==> config.mk <==
export PLATFORM = sky130hd
export DESIGN_NAME = aavr_cordic_cell
export DESIGN_NICKNAME = d
export VERILOG_FILES = /design/src/rtl/aavr_pkg.sv /design/src/rtl/aavr_cordic_cell.sv
export SDC_FILE = /design/constraint.sdc
export NUM_CORES = 1
export LEC_CHECK = 0
export BUFFER_PORTS_ARGS = -buffer_cell sky130_fd_sc_hd__buf_2
export CAP_MARGIN = 25
export CORE_ASPECT_RATIO = 1.1
export CORE_MARGIN = 2
export CORE_UTILIZATION = 51
export DETAILED_ROUTE_END_ITERATION = 16
export PLACE_DENSITY_LB_ADDON = 0.3
export SYNTH_ARGS = -nofsm -noshare
export SYNTH_HDL_FRONTEND = slang
export SYNTH_SLANG_ARGS = --single-unit
==> constraint.sdc <==
create_clock -name i_clk -period 3.4 [get_ports i_clk]
set_input_delay 0.68 -clock i_clk [delete_from_list [all_inputs] [get_ports i_clk]]
set_output_delay 0.68 -clock i_clk [all_outputs]
set_load 0.02 [all_outputs]
==> src/rtl/aavr_pkg.sv <==
// Shared constants, tables and types for the axis-angle vector rotator.
package aavr_pkg;

    // Angle units: 1/128 degree
    localparam int FULL_TURN    = 46080;
    localparam int HALF_TURN    = 23040;
    localparam int QUARTER_TURN = 11520;
    localparam int ONE_Q14      = 16384;

    // mag / 45 by reciprocal: floor(mag * RECIP45 / 2^19) is exact for mag <= 11520
    localparam int MAG_DIV   = 45;
    localparam int RECIP45   = 11651;
    localparam int RECIP_SH  = 19;

    // pi in Q2.30 and the CORDIC start value (inverse gain) in Q2.30
    localparam logic [31:0] PI_Q30      = 32'd3373259426;
    localparam logic [31:0] CORDIC_GAIN = 32'd652032874;

    // CORDIC datapath widths
    localparam int XY_W = 34;
    localparam int Z_W  = 33;

    localparam int ATAN_ENTRIES = 24;
    typedef logic [31:0] t_atan_tab [0:ATAN_ENTRIES-1];

    localparam t_atan_tab ATAN_Q30 = '{
        32'h3243F6A8, 32'h1DAC6705, 32'h0FADBAFC, 32'h07F56EA6, 32'h03FEAB76, 32'h01FFD55B,
        32'h00FFFAAA, 32'h007FFF55, 32'h003FFFEA, 32'h001FFFFD, 32'h000FFFFF, 32'h0007FFFF,
        32'h0003FFFF, 32'h0001FFFF, 32'h0000FFFF, 32'h00007FFF, 32'h00003FFF, 32'h00001FFF,
        32'h00000FFF, 32'h000007FF, 32'h000003FF, 32'h000001FF, 32'h000000FF, 32'h0000007F
    };

    // Per-remainder terms of round(mag * pi / 23040): (b*pi + 11520) split by 23040
    typedef logic [22:0] t_tq_tab [0:MAG_DIV-1];
    typedef logic [14:0] t_tr_tab [0:MAG_DIV-1];

    function automatic t_tq_tab build_tq();
        t_tq_tab tab;
        longint  num;
        int      b;
        for (b = 0; b < MAG_DIV; b++) begin
            num    = longint'(b) * longint'(PI_Q30) + longint'(QUARTER_TURN);
            tab[b] = 23'(num / HALF_TURN);
        end
        return tab;
    endfunction

    function automatic t_tr_tab build_tr();
        t_tr_tab tab;
        longint  num;
        int      b;
        for (b = 0; b < MAG_DIV; b++) begin
            num    = longint'(b) * longint'(PI_Q30) + longint'(QUARTER_TURN);
            tab[b] = 15'(num % HALF_TURN);
        end
        return tab;
    endfunction

    localparam t_tq_tab TQ_TAB = build_tq();
    localparam t_tr_tab TR_TAB = build_tr();

endpackage

==> src/rtl/aavr_cordic_cell.sv <==
// One rotation-mode CORDIC cell: a fixed shift and arctangent, registered output.
module aavr_cordic_cell #(
    parameter int STAGE = 0
) (
    input  logic                             i_clk,
    input  logic signed [aavr_pkg::XY_W-1:0] i_x,
    input  logic signed [aavr_pkg::XY_W-1:0] i_y,
    input  logic signed [aavr_pkg::Z_W-1:0]  i_z,
    output logic signed [aavr_pkg::XY_W-1:0] o_x,
    output logic signed [aavr_pkg::XY_W-1:0] o_y,
    output logic signed [aavr_pkg::Z_W-1:0]  o_z
);
    import aavr_pkg::*;

    localparam logic signed [Z_W-1:0] ATAN = Z_W'(ATAN_Q30[STAGE]);

    logic signed [XY_W-1:0] r_x, r_y, n_x, n_y;
    logic signed [Z_W-1:0]  r_z, n_z;
    logic signed [XY_W-1:0] w_dx, w_dy;

    // micro-rotation toward zero residual angle
    always_comb begin
        w_dx = i_y >>> STAGE;
        w_dy = i_x >>> STAGE;
        if (!i_z[Z_W-1]) begin
            n_x = i_x - w_dx;
            n_y = i_y + w_dy;
            n_z = i_z - ATAN;
        end else begin
            n_x = i_x + w_dx;
            n_y = i_y - w_dy;
            n_z = i_z + ATAN;
        end
    end

    always_ff @(posedge i_clk) begin
        r_x <= n_x;
        r_y <= n_y;
        r_z <= n_z;
    end

    assign o_x = r_x;
    assign o_y = r_y;
    assign o_z = r_z;

endmodule

==> metrics.md <==
| Metric | Value |
|---|---|
| CP required | `3.66 ns` |
| Adder-Cell Fraction of Synth Area | `a little under a fifth` |
| Initial antenna violation count | `0` |
| Async SR Flop Fraction | `0%` |
| First-pass GRT wire length | `46100 µm` |
| Number of synthesized flops with an enable pin | `0` |
| Largest delay share family, worst path | `compound AO/OA/AOI/OAI gates` |
| Clk sinks | `100` |
| GRT Total Usage | `29.8%` |
| Max cap viols | `0` |
| Critical Path Slowest Stage Cell | `a311oi_2` |
| Die height | `145 µm` |
| Placeable Area | `17700 µm²` |
| YS warnings | `0` |
| Area grow syn2layout | `28.9%` |
| Post-route minimum period | `3.29 ns` |
| Drt drc | `0` |
| # setup viols final | `0` |
| Most frequent cells after synthesis | `ha_1 (128), a21oi_1 (121), inv_1 (111)` |
| Layout cell share with drive strength beyond 1 | `a little over a quarter` |
| Die W | `132 µm` |
| Pwr Density | `416 nW/µm²` |
| CTS buffer count | `9` |
| # IOs | `203` |
| Drt pass-1 iters | `6` |
| Crit Path Max Fanout | `3` |
| Antenna fix cells | `0` |
| Netlist cell types | `67` |
| Critical path capture point type | `flip-flop` |
| Seq/Total Area, Yosys | `21.8%` |
| Htree depth | `3` |
| Crit path top cell by count | `o41ai_1` |
| Worst-Margin Slew | `around 0.52 ns` |
| DR vias | `9862` |
| CTS Hold Bufs | `0` |
| Mux share of post-synthesis cell area | `2.30%` |
| Final instance area | `11800 µm²` |
| Setup Slack @ Placement | `-0.358 ns` |
| Detailed Place HPWL | `between 20000 and 25000 µm` |
| Worst hold-check path type | `primary input to flip-flop` |
| Cell taking the most area after synthesis | `dfxtp_1` |
| Synthesized area | `9180 µm²` |
| Max incr delay on CP | `0.38 ns` |
| Average wire per standard cell | `between 15 and 20 µm` |
| Post-Synth XOR/XNOR Area | `8.40%` |
| CTS clk-pin slew, worst paths | `0.08 ns` |
| Avg Vias per Cell | `5.64` |
| Die Footprint | `approximately 19000 µm²` |
| DR iter-0 viols | `713` |
| Hold Fails Final Rpt | `0` |
| Most common cell in the synthesized netlist | `ha_1` |
| Synth area leaders | `dfxtp_1 (22%), ha_1 (17%), a21oi_1 (6.6%), xnor2_1 (6.3%), o21ai_0 (4.6%)` |
| Final setup margin | `0.111 ns` |
| Data arrival, critical path | `3.55 ns` |
| Root Driver | `clkbuf_16` |
| FMAX | `between 300 and 400 MHz` |
| Worst hold path endpoint | `o_z[0]` |
| Leak Pwr | `5.90 nW` |
| Number of port buffers | `202` |
| Standard-cell row count | `51` |
| CTS tree | `yes` |
| Post-Synth Simple-Gate Area | `between 10% and 20%` |
| Placed Area | `around 12000 µm²` |
| Avg Cell Area, Syn | `7.77 µm²` |
| Minimum hold slack | `between 0.4 and 0.5 ns` |
| HP Start | `i_z[0]` |
| DRT antenna net count | `0` |
| Worst Hold Depth | `1` |
| Largest net degree at the start of global routing | `43` |
| Synth top area share | `21.8%` |
| Clk buf depth | `2` |
| Status | `complete, no violations` |
| Compound-Gate Fraction of Synth Area | `27.7%` |
| Largest family of logic cells by synthesized area | `compound AO/OA/AOI/OAI gates` |
| Post-Synthesis Cells | `1181` |
| Worst slew margin | `65.1%` |
| Global route overflow | `0` |
| Worst VDD drop | `0.275 mV` |
| Fin. max-slew vios | `0` |
| Setup crit start kind | `primary input` |
| Buf/Inv on CP | `3` |
| Total wire length | `28800 µm` |
| Setup TNS | `0 ns` |
| Final worst path period share | `96.7%` |
| Starting Density | `51.9%` |
| WS Path Type | `primary input to flip-flop` |
| Vias in the first global route | `9717` |
| Main flop type after synthesis | `dfxtp_1` |
| Cell Chain, Critical Path | `buf_2 -> inv_1 -> ha_1 -> or3_1 -> o32a_1 -> and3_1 -> a211o_1 -> a311oi_2 -> o41ai_1 -> buf_4 -> mux2i_1 -> o41ai_1 -> a2111oi_2` |
| Final net count | `around 1700` |
| Routability cong. | `0.975` |
| Post-synthesis register bit count | `100` |
| Syn nets | `between 1000 and 1500` |
==> sequential cells by signal, summed over array words and instances, names as in the netlist <==
name  count
o_z      33
o_x      33
o_y      34
==> metal layers <==
layer	GRT usage (%)	vias to the layer above	part of all wire [%]
li1	-	4821	-
met1	35.5	4484	41
met2	52.1	457	47
met3	3.69	100	6.4
met4	17.3	0	5.0
met5	0	-	0
==> where the power goes <==
group | switching, mW | total, mW | internal (mW)
Clock | 0.520 | 1.05 | 0.531
Sequential | 0.0662 | 1.51 | 1.44
Combinational | 1.40 | 2.36 | 0.955
==> cells by family (layout without fill, tap and decap cells) <==
| logic type | Yosys count | count (layout) |
|---|---|---|
| flip-flops | 100 | 100 |
| multiplexers | 21 | 21 |
| AND/OR/NAND/NOR | 287 | 287 |
| adder cells (fa/ha/maj) | 132 | 132 |
| buffers and inverters | 157 | 487 |
| XOR/XNOR | 88 | 88 |
| AO/OA/AOI/OAI | 396 | 396 |
==> per-stage QoR <==
stage | power, mW | std cells | utilization (%)
floorplan | 2.95 | 1181 | -
global placement | 3.82 | 1733 | 65.1
detailed placement | 3.85 | 1733 | 65.1
CTS | 4.90 | 1749 | 66.7
global route | 5.18 | 1749 | 66.9
finish | 4.92 | 1749 | 66.9
==> worst max-delay path by stage <==
stage | startpoint | end | slack, ns | cells after the start
final | i_y[7] | o_x[32] | 0.11 | 13
after global routing | i_x[19] | o_x[32] | -0.008 | 14
after CTS | i_y[0] | o_y[32] | 0.004 | 14
after detailed placement | i_y[0] | o_y[32] | -0.36 | 14
after global placement | i_y[0] | o_y[32] | -0.32 | 14
after floorplan | i_z[32] | o_z[28] | 0.07 | 12
==> repair_timing <==
item / 4_1_cts / 5_1_grt
setup buffers: 0 / 0
setup endpoints to repair: 0 / 8
resized for setup: 0 / 9
==> cells in the final DEF (no fill, tap or decap), types with 23 or more instances in the layout <==
cell and n:
dfxtp_1 100, nor2_1 105, xnor2_1 66, o21ai_0 83, ha_1 128, buf_4 156, o21bai_1 23, a21o_1 38
buf_2 202, a21oi_1 120, nand2_1 60, inv_1 111
==> cell type report <==
class	instances	area, µm²
multi-input cells	924	6620
clock buffers	10	239
well taps	238	298
fillers	1558	5850
clock inverters	6	52.6
repair buffers	359	2200
inverters	112	420
flip-flops and latches	100	2000
No activity file was read; power rests on OpenSTA's default activity.
